## config.mk

```make
export PLATFORM = sky130hd
export DESIGN_NAME = delayed_event_slot_table
export DESIGN_NICKNAME = d
export VERILOG_FILES = /design/src/rtl/dest_pkg.sv /design/src/rtl/dest_front.sv /design/src/rtl/dest_back.sv /design/src/rtl/dest_rsp_queue.sv /design/src/rtl/delayed_event_slot_table.sv
export SDC_FILE = /design/constraint.sdc
export NUM_CORES = 1
export LEC_CHECK = 0
export BUFFER_PORTS_ARGS = -buffer_cell sky130_fd_sc_hd__buf_2
export CAP_MARGIN = 20
export CORE_MARGIN = 8
export CORE_UTILIZATION = 62
export DETAILED_ROUTE_END_ITERATION = 8
export GPL_TIMING_DRIVEN = 0
export PLACE_DENSITY = 0.8
export SLEW_MARGIN = 20
export SYNTH_ARGS = -nofsm -noshare
export SYNTH_HDL_FRONTEND = slang
export SYNTH_SLANG_ARGS = --single-unit
```

## constraint.sdc

```tcl
create_clock -name clock -period 5.1 [get_ports clock]
set_input_delay 1.02 -clock clock [delete_from_list [all_inputs] [get_ports clock]]
set_output_delay 1.02 -clock clock [all_outputs]
set_load 0.05 [all_outputs]
```

## src/rtl/dest_pkg.sv

```systemverilog
package dest_pkg;

   // Default number of delay slots in the table.
   localparam int SLOT_COUNT_DEF = 10;

   // Fixed field widths.
   localparam int ACTION_W = 2;
   localparam int ID_W     = 15;
   localparam int DELAY_W  = 15;

   // Action codes on the request channel.
   localparam logic [ACTION_W-1:0] ACT_CLEAR    = 2'd0;
   localparam logic [ACTION_W-1:0] ACT_SCHEDULE = 2'd1;
   localparam logic [ACTION_W-1:0] ACT_TICK     = 2'd2;

   // Depth of the result queue.
   localparam int RSP_DEPTH = 4;
   localparam int RSP_PTR_W = $clog2(RSP_DEPTH);

   typedef enum logic [1:0] {
      CMD_CLEAR,
      CMD_SCHEDULE,
      CMD_TICK
   } cmd_kind_type;

   typedef struct packed {
      cmd_kind_type        kind;
      logic [ID_W-1:0]     event_id;
      logic [DELAY_W-1:0]  delay_ticks;
   } cmd_type;

   typedef struct packed {
      logic [ID_W-1:0] fired_event;
      logic            last_of_tick;
   } rsp_type;

endpackage

```

## src/rtl/dest_front.sv

```systemverilog
module dest_front (
   input  logic                              clock,
   input  logic                              reset,
   input  logic                              push,
   output logic                              full,
   input  logic [dest_pkg::ACTION_W-1:0]     action,
   input  logic [dest_pkg::ID_W-1:0]         event_id,
   input  logic [dest_pkg::DELAY_W-1:0]      delay_ticks,
   output logic                              cmd_valid,
   output dest_pkg::cmd_type                 cmd,
   input  logic                              cmd_take
);

   // Two-entry command queue; unused action codes are dropped on entry.
   dest_pkg::cmd_type q_ff [2];
   logic              wr_ptr_ff, wr_ptr_in;
   logic              rd_ptr_ff, rd_ptr_in;
   logic [1:0]        count_ff, count_in;

   dest_pkg::cmd_type new_cmd;
   logic              keep;
   logic              enq;
   logic              deq;

   always_comb begin
      keep                 = 1'b1;
      new_cmd.kind         = dest_pkg::CMD_TICK;
      new_cmd.event_id     = event_id;
      new_cmd.delay_ticks  = delay_ticks;
      case (action)
         dest_pkg::ACT_CLEAR:    new_cmd.kind = dest_pkg::CMD_CLEAR;
         dest_pkg::ACT_SCHEDULE: new_cmd.kind = dest_pkg::CMD_SCHEDULE;
         dest_pkg::ACT_TICK:     new_cmd.kind = dest_pkg::CMD_TICK;
         default:                keep = 1'b0;
      endcase
   end

   assign full      = (count_ff == 2'd2);
   assign cmd_valid = (count_ff != 2'd0);
   assign cmd       = q_ff[rd_ptr_ff];
   assign enq       = push && !full && keep;
   assign deq       = cmd_take && cmd_valid;

   always_comb begin
      wr_ptr_in = wr_ptr_ff ^ enq;
      rd_ptr_in = rd_ptr_ff ^ deq;
      count_in  = count_ff + {1'b0, enq} - {1'b0, deq};
   end

   always_ff @(posedge clock) begin
      if (reset) begin
         wr_ptr_ff <= 1'b0;
         rd_ptr_ff <= 1'b0;
         count_ff  <= 2'd0;
      end else begin
         wr_ptr_ff <= wr_ptr_in;
         rd_ptr_ff <= rd_ptr_in;
         count_ff  <= count_in;
      end
   end

   always_ff @(posedge clock) begin
      if (enq) begin
         q_ff[wr_ptr_ff] <= new_cmd;
      end
   end

endmodule

```

## src/rtl/dest_back.sv

```systemverilog
module dest_back #(
   parameter int SLOT_COUNT = dest_pkg::SLOT_COUNT_DEF
) (
   input  logic               clock,
   input  logic               reset,
   input  logic               cmd_valid,
   input  dest_pkg::cmd_type  cmd,
   output logic               cmd_take,
   output logic               rsp_push,
   output dest_pkg::rsp_type  rsp_data,
   input  logic               rsp_full
);

   localparam int IDX_W = (SLOT_COUNT > 1) ? $clog2(SLOT_COUNT) : 1;
   localparam logic [IDX_W-1:0] LAST_IDX = IDX_W'(SLOT_COUNT - 1);

   typedef enum logic [2:0] {
      ST_IDLE   = 3'b001,
      ST_WALK   = 3'b010,
      ST_FINISH = 3'b100
   } state_type;

   state_type                      state_ff, state_in;
   logic [SLOT_COUNT-1:0]          busy_ff, busy_in;
   logic [dest_pkg::ID_W-1:0]      event_ff  [SLOT_COUNT];
   logic [dest_pkg::DELAY_W-1:0]   remain_ff [SLOT_COUNT];
   logic [IDX_W-1:0]               walk_idx_ff, walk_idx_in;
   logic                           pend_valid_ff, pend_valid_in;
   logic [dest_pkg::ID_W-1:0]      pend_event_ff, pend_event_in;

   logic                           free_found;
   logic [IDX_W-1:0]               free_idx;
   logic                           cur_busy;
   logic                           cur_fire;
   logic                           ev_wr;
   logic                           rem_wr;
   logic [IDX_W-1:0]               wr_idx;
   logic [dest_pkg::DELAY_W-1:0]   wr_remain;

   // Lowest free slot.
   always_comb begin
      free_found = 1'b0;
      free_idx   = '0;
      for (int i = SLOT_COUNT - 1; i >= 0; i--) begin
         if (!busy_ff[i]) begin
            free_found = 1'b1;
            free_idx   = IDX_W'(i);
         end
      end
   end

   assign cur_busy = busy_ff[walk_idx_ff];
   assign cur_fire = cur_busy &&
                     (remain_ff[walk_idx_ff] <= dest_pkg::DELAY_W'(1));

   always_comb begin
      state_in      = state_ff;
      busy_in       = busy_ff;
      walk_idx_in   = walk_idx_ff;
      pend_valid_in = pend_valid_ff;
      pend_event_in = pend_event_ff;
      cmd_take      = 1'b0;
      rsp_push      = 1'b0;
      rsp_data.fired_event  = pend_event_ff;
      rsp_data.last_of_tick = 1'b0;
      ev_wr         = 1'b0;
      rem_wr        = 1'b0;
      wr_idx        = walk_idx_ff;
      wr_remain     = cmd.delay_ticks;
      case (state_ff)
         ST_IDLE: begin
            if (cmd_valid) begin
               cmd_take = 1'b1;
               case (cmd.kind)
                  dest_pkg::CMD_CLEAR: begin
                     busy_in = '0;
                  end
                  dest_pkg::CMD_SCHEDULE: begin
                     if (free_found) begin
                        busy_in[free_idx] = 1'b1;
                        ev_wr  = 1'b1;
                        rem_wr = 1'b1;
                        wr_idx = free_idx;
                     end
                  end
                  dest_pkg::CMD_TICK: begin
                     walk_idx_in   = '0;
                     pend_valid_in = 1'b0;
                     state_in      = ST_WALK;
                  end
                  default: begin
                  end
               endcase
            end
         end
         ST_WALK: begin
            if (!rsp_full) begin
               if (cur_fire) begin
                  // The previous fire is known not to be the last one.
                  busy_in[walk_idx_ff] = 1'b0;
                  rsp_push      = pend_valid_ff;
                  pend_valid_in = 1'b1;
                  pend_event_in = event_ff[walk_idx_ff];
               end else if (cur_busy) begin
                  rem_wr    = 1'b1;
                  wr_remain = remain_ff[walk_idx_ff] - dest_pkg::DELAY_W'(1);
               end
               if (walk_idx_ff == LAST_IDX) begin
                  state_in = ST_FINISH;
               end else begin
                  walk_idx_in = IDX_W'(walk_idx_ff + 1'b1);
               end
            end
         end
         ST_FINISH: begin
            if (!pend_valid_ff) begin
               state_in = ST_IDLE;
            end else if (!rsp_full) begin
               rsp_push              = 1'b1;
               rsp_data.last_of_tick = 1'b1;
               pend_valid_in         = 1'b0;
               state_in              = ST_IDLE;
            end
         end
         default: begin
            state_in = ST_IDLE;
         end
      endcase
   end

   always_ff @(posedge clock) begin
      if (reset) begin
         state_ff      <= ST_IDLE;
         busy_ff       <= '0;
         walk_idx_ff   <= '0;
         pend_valid_ff <= 1'b0;
      end else begin
         state_ff      <= state_in;
         busy_ff       <= busy_in;
         walk_idx_ff   <= walk_idx_in;
         pend_valid_ff <= pend_valid_in;
      end
   end

   always_ff @(posedge clock) begin
      pend_event_ff <= pend_event_in;
      if (ev_wr) begin
         event_ff[wr_idx] <= cmd.event_id;
      end
      if (rem_wr) begin
         remain_ff[wr_idx] <= wr_remain;
      end
   end

endmodule

```

## src/rtl/dest_rsp_queue.sv

```systemverilog
module dest_rsp_queue (
   input  logic               clock,
   input  logic               reset,
   input  logic               wr_en,
   input  dest_pkg::rsp_type  wr_data,
   output logic               q_full,
   output logic               q_empty,
   output dest_pkg::rsp_type  rd_data,
   input  logic               rd_en
);

   dest_pkg::rsp_type                 mem_ff [dest_pkg::RSP_DEPTH];
   logic [dest_pkg::RSP_PTR_W-1:0]    wr_ptr_ff, wr_ptr_in;
   logic [dest_pkg::RSP_PTR_W-1:0]    rd_ptr_ff, rd_ptr_in;
   logic [dest_pkg::RSP_PTR_W:0]      count_ff, count_in;
   logic                              enq;
   logic                              deq;

   assign q_full  = (count_ff == (dest_pkg::RSP_PTR_W + 1)'(dest_pkg::RSP_DEPTH));
   assign q_empty = (count_ff == '0);
   assign rd_data = mem_ff[rd_ptr_ff];
   assign enq     = wr_en && !q_full;
   assign deq     = rd_en && !q_empty;

   always_comb begin
      wr_ptr_in = wr_ptr_ff + {{(dest_pkg::RSP_PTR_W-1){1'b0}}, enq};
      rd_ptr_in = rd_ptr_ff + {{(dest_pkg::RSP_PTR_W-1){1'b0}}, deq};
      count_in  = count_ff + {{dest_pkg::RSP_PTR_W{1'b0}}, enq}
                           - {{dest_pkg::RSP_PTR_W{1'b0}}, deq};
   end

   always_ff @(posedge clock) begin
      if (reset) begin
         wr_ptr_ff <= '0;
         rd_ptr_ff <= '0;
         count_ff  <= '0;
      end else begin
         wr_ptr_ff <= wr_ptr_in;
         rd_ptr_ff <= rd_ptr_in;
         count_ff  <= count_in;
      end
   end

   always_ff @(posedge clock) begin
      if (enq) begin
         mem_ff[wr_ptr_ff] <= wr_data;
      end
   end

endmodule

```

## src/rtl/delayed_event_slot_table.sv

```systemverilog
// Delayed event slot table.
// The request side is a queue input: drive req_action, req_event_id and
// req_delay_ticks with push high; the item is taken at a clock edge where
// full is low. A clear item frees every slot, a schedule item stores its id
// and delay in the lowest free slot (dropped when none is free), and a tick
// item counts every busy slot down, firing those whose delay is zero or one.
// The response side is a queue output: while empty is low the oldest fired
// id is on rsp_fired_event, with rsp_last_of_tick set on the final id of a
// tick; pop takes it. A tick that fires nothing returns no item.
// A two-entry command queue sits in front of the slot engine, and a
// four-entry result queue behind it. Clear and schedule are done when the
// engine takes them. A tick holds the engine while it takes the item,
// visits each slot in turn and then ends the walk in a finish step. Each
// fired id is held back in a pending register and enters the result queue
// when the walk reaches the next firing slot, or, marked as last, in the
// finish step. The walk pauses whenever the result queue is full, so a
// stalled receiver holds the engine, then the command queue, then full.
// A synchronous reset frees every slot and empties both queues.
module delayed_event_slot_table #(
   parameter int SLOT_COUNT = dest_pkg::SLOT_COUNT_DEF
) (
   input  logic                           clock,
   input  logic                           reset,
   input  logic                           push,
   output logic                           full,
   input  logic [dest_pkg::ACTION_W-1:0]  req_action,
   input  logic [dest_pkg::ID_W-1:0]      req_event_id,
   input  logic [dest_pkg::DELAY_W-1:0]   req_delay_ticks,
   output logic                           empty,
   input  logic                           pop,
   output logic [dest_pkg::ID_W-1:0]      rsp_fired_event,
   output logic                           rsp_last_of_tick
);

   // Command path between the front queue and the slot engine.
   logic              cmd_valid;
   dest_pkg::cmd_type cmd;
   logic              cmd_take;

   // Result path between the slot engine and the result queue.
   logic              rsp_push;
   dest_pkg::rsp_type rsp_in_data;
   logic              rsp_full;
   dest_pkg::rsp_type rsp_out_data;

   dest_front u_front (
      .clock       (clock),
      .reset       (reset),
      .push        (push),
      .full        (full),
      .action      (req_action),
      .event_id    (req_event_id),
      .delay_ticks (req_delay_ticks),
      .cmd_valid   (cmd_valid),
      .cmd         (cmd),
      .cmd_take    (cmd_take)
   );

   dest_back #(
      .SLOT_COUNT (SLOT_COUNT)
   ) u_back (
      .clock     (clock),
      .reset     (reset),
      .cmd_valid (cmd_valid),
      .cmd       (cmd),
      .cmd_take  (cmd_take),
      .rsp_push  (rsp_push),
      .rsp_data  (rsp_in_data),
      .rsp_full  (rsp_full)
   );

   dest_rsp_queue u_rsp_queue (
      .clock   (clock),
      .reset   (reset),
      .wr_en   (rsp_push),
      .wr_data (rsp_in_data),
      .q_full  (rsp_full),
      .q_empty (empty),
      .rd_data (rsp_out_data),
      .rd_en   (pop)
   );

   assign rsp_fired_event  = rsp_out_data.fired_event;
   assign rsp_last_of_tick = rsp_out_data.last_of_tick;

`ifndef SYNTHESIS
   // The engine never writes into a full result queue.
   assert property (@(posedge clock) disable iff (reset) rsp_push |-> !rsp_full)
      else $error("result written while result queue full");

   // The engine only takes a command that is present.
   assert property (@(posedge clock) disable iff (reset) cmd_take |-> cmd_valid)
      else $error("command taken from empty command queue");

   // Reset leaves no result waiting.
   assert property (@(posedge clock) reset |=> empty)
      else $error("result queue not empty after reset");
`endif

endmodule

```

==> results.json <==
{
  "cts_resized": 0,
  "reg2reg_depth": 15,
  "power_frac_seq_pct": 49.7,
  "dr_wl_met2_um": 20070,
  "arrival_ns": 5.01,
  "synth_edf_count": 443,
  "powerDensity_nw_per_um2": 423.3,
  "io_pins": 54,
  "power.internal_mw": 6.934,
  "antenna_found_initial": 0,
  "yosys_register_bits": 476,
  "synthFlopType": "edfxtp_1",
  "cts_hold_buf": 0,
  "pre_cts_ws_ns": 0.6793,
  "layout.nets": 1294,
  "rsz0062_at_grt": "false",
  "grt_start_max_net_pins": 26,
  "cts-root-buf": "clkbuf_16",
  "max_cap_violations": 0,
  "clock_power_share_pct": 36.1,
  "power.total_mw": 9.285,
  "rrSetupSlack_ns": 0.51,
  "core.rowCount": 64,
  "worst_hold_path_type": "reg -> reg",
  "cts_made_buffers": 46,
  "endpoint_kind": "flip-flop",
  "grt_usage_pct": 22.39,
  "syn_inst": 1111,
  "port_buffers": 52,
  "yosysWarningCount": 0,
  "synth_area_leader_cell": "edfxtp_1",
  "wl_met3_um": 3655,
  "clk_pin_slew_worst_paths_ns": 0.06,
  "syn2layout_area_growth_pct": 13.89,
  "path_class": "reg -> reg",
  "place_hpwl_um": 27860,
  "finalSetupViolations": 0,
  "synthTopCellsByCount": "edfxtp_1 (443), mux2_2 (55), nand2_1 (54)",
  "worstMarginPinSlew_ns": 1.072,
  "initial_core_util_pct": 62.97,
  "maxSlewViolCount": 0,
  "crit_path_max_fanout": 10,
  "cts_tree": "done",
  "p_switching_mw": 2.350,
  "ir_worst_vdd_mv": 0.2960,
  "synth.avg_cell_area_um2": 17.34,
  "grt_remaining_overflow": 0,
  "max_slew_margin_pct": 27.81,
  "syn-cell-area_um2": 19260,
  "met1_length_um": 16580,
  "clockBufferDepth": 3,
  "drt_wl_total_um": 41250,
  "place_congestion": 0.8993,
  "antenna_left": 0,
  "synth_fp_nets": 1162,
  "hold_violations": 0,
  "hold_slack_ns": 0.5104,
  "drive_gt1_share_pct": 25.23,
  "cts.htree.levels": 2,
  "clock_skew_ns": 0.03574,
  "yosysMostFrequentCell": "edfxtp_1",
  "fmax_mhz": 217.7,
  "p_leak_nw": 6.967,
  "grt_first_pass_wirelength_um": 62330,
  "p_comb_share_pct": 14.2,
  "hold_path_depth": 0,
  "post-route-period-util_pct": 90.07,
  "rr_endpoint": "u_rsp_queue.count_ff[2]$_SDFF_PP0_",
  "maxUsedRoutingLayer": "met4",
  "fp.dieW_um": 192.3,
  "tns_ns": 0,
  "ys_types": 65,
  "timing.final.ws_setup_ns": 0.5062,
  "via_per_inst": 6.306,
  "clk_latency_ns": 0.57,
  "synthArstFlopShare_pct": 0,
  "die_h_um": 192.3,
  "ys_seq_area_share_pct": 72.50,
  "fin_util_pct": 71.71,
  "avgRoutedWirePerCell_um": 24.61,
  "coreArea_um2": 30590,
  "min_to": "u_rsp_queue.mem_ff[2][6]$_DFFE_PP_",
  "n_antenna_cell": 0,
  "cts_sinks": 476,
  "min-delay-start": "u_back.pend_event_ff[5]$_DFFE_PP_",
  "drt-pass1-iter-count": 5,
  "crit_path_start_kind": "flip-flop",
  "first_global_vias": 10722,
  "period_needed_ns": 4.594,
  "initialDrtViolationCount": 1017,
  "status": "finished clean",
  "post_cts_buffers": 0,
  "vias": 10569,
  "synth_top_area_share_pct": 69.07,
  "die-area_um2": 36960,
  "drc": 0,
  "synth_area_leaders": "edfxtp_1 (69%), mux4_2 (6.2%), dfxtp_1 (3.4%)",
  "required_ns": 5.51,
  "swShare_pct": 25.31
}
-- flip-flops by register name (all words and copies together) (netlist names), named ones only --
name / flops
u_front.q_ff: 64
u_front.count_ff: 2
u_rsp_queue.mem_ff: 64
u_rsp_queue.wr_ptr_ff: 2
u_back.pend_event_ff: 15
u_back.state_ff: 3
u_back.remain_ff: 150
u_rsp_queue.count_ff: 3
u_front.wr_ptr_ff: 1
u_back.walk_idx_ff: 4
u_back.busy_ff: 10
u_back.pend_valid_ff: 1
u_rsp_queue.rd_ptr_ff: 2
u_back.event_ff: 150
u_front.rd_ptr_ff: 1
-- worst max-delay path, stage by stage, from the launching register on --
cell	delay [ns]
dfxtp_1	0.33
buf_6	0.15
nand2b_1	0.20
clkbuf_1	0.64
o22ai_1	0.24
o31ai_1	0.73
nor4_4	0.13
nand3b_4	0.19
nor3_1	0.13
o211ai_1	0.50
inv_1	0.16
ha_1	0.25
fa_1	0.41
xnor2_1	0.19
xnor2_1	0.14
nor2_1	0.06
-- layout make-up --
class | instances | area [um^2]
fill | 1851 | 8653
multi-input combinational | 558 | 5022
buffer | 57 | 295.3
clock buffer | 55 | 1185
sequential | 476 | 13960
inverter | 20 | 75.07
timing repair buffer | 84 | 574.3
clock inverter | 30 | 325.3
tap | 396 | 495.5
-- power groups by stage --
stage / Combinational (mW) / Sequential [mW] / Clock (mW)
2_1_floorplan: 0.931 / 4.68 / 0
6_report: 1.32 / 4.61 / 3.36
3_3_place_gp: 1.23 / 4.69 / 0
5_1_grt: 1.42 / 4.62 / 3.53
4_1_cts: 1.32 / 4.61 / 3.38
3_5_place_dp: 1.30 / 4.69 / 0
-- cells by family after synthesis --
kind of cell | Yosys count | share of synthesized area, %
flops | 476 | 72.50
buf+inv | 77 | 1.923
compound gates | 154 | 5.613
fa+ha+maj | 15 | 1.013
xor+xnor | 23 | 1.046
mux | 167 | 12.60
simple gates | 199 | 5.314
-- stage by stage --
| stage | instance area [um^2] | cells |
|---|---|---|
| after floorplan | 19260 | 1111 |
| after global placement | 20020 | 1559 |
| after detailed placement | 20430 | 1591 |
| after CTS | 21940 | 1676 |
| after global routing | 21940 | 1676 |
| final | 21940 | 1676 |
-- layout by cell type, fill, tap and decap left out, types with 8 or more instances in the layout --
master       n
edfxtp_1   443
buf_2       60
mux2_2      55
nand2_1     54
mux4_2      53
mux2i_1     50
clkbuf_16   46
clkbuf_1    42
a21oi_1     41
nor2_1      35
dfxtp_1     33
nor2b_1     29
inv_1       20
o21ai_0     20
a211oi_1    20
buf_6       19
buf_4       18
xnor2_1     15
nor2_2      14
a22o_1      12
o22ai_1     12
ha_1        12
nor3_1      11
nor3_2      11
clkinv_1    11
o31ai_1     10
nand3_1      9
xor2_1       8
-- metal layers --
metal / vias up / GRT usage, %
met4: 0 / 5.758
met1: 5278 / 30.85
met2: 563 / 36.74
met3: 91 / 4.174
li1: 4637 / -
met5: - / 0
-- worst max path at each step --
| stage | end | cells after the start |
|---|---|---|
| 4_1_cts | u_rsp_queue.count_ff[2]$_SDFF_PP0_ | 15 |
| 3_3_place_gp | u_back.remain_ff[1][2]$_DFFE_PP_ | 10 |
| 6_report | u_rsp_queue.count_ff[2]$_SDFF_PP0_ | 15 |
| 2_1_floorplan | u_rsp_queue.mem_ff[0][0]$_DFFE_PP_ | 10 |
| 3_5_place_dp | u_rsp_queue.count_ff[2]$_SDFF_PP0_ | 15 |
| 5_1_grt | u_rsp_queue.count_ff[2]$_SDFF_PP0_ | 15 |
Power figures use the tool's default switching activity.
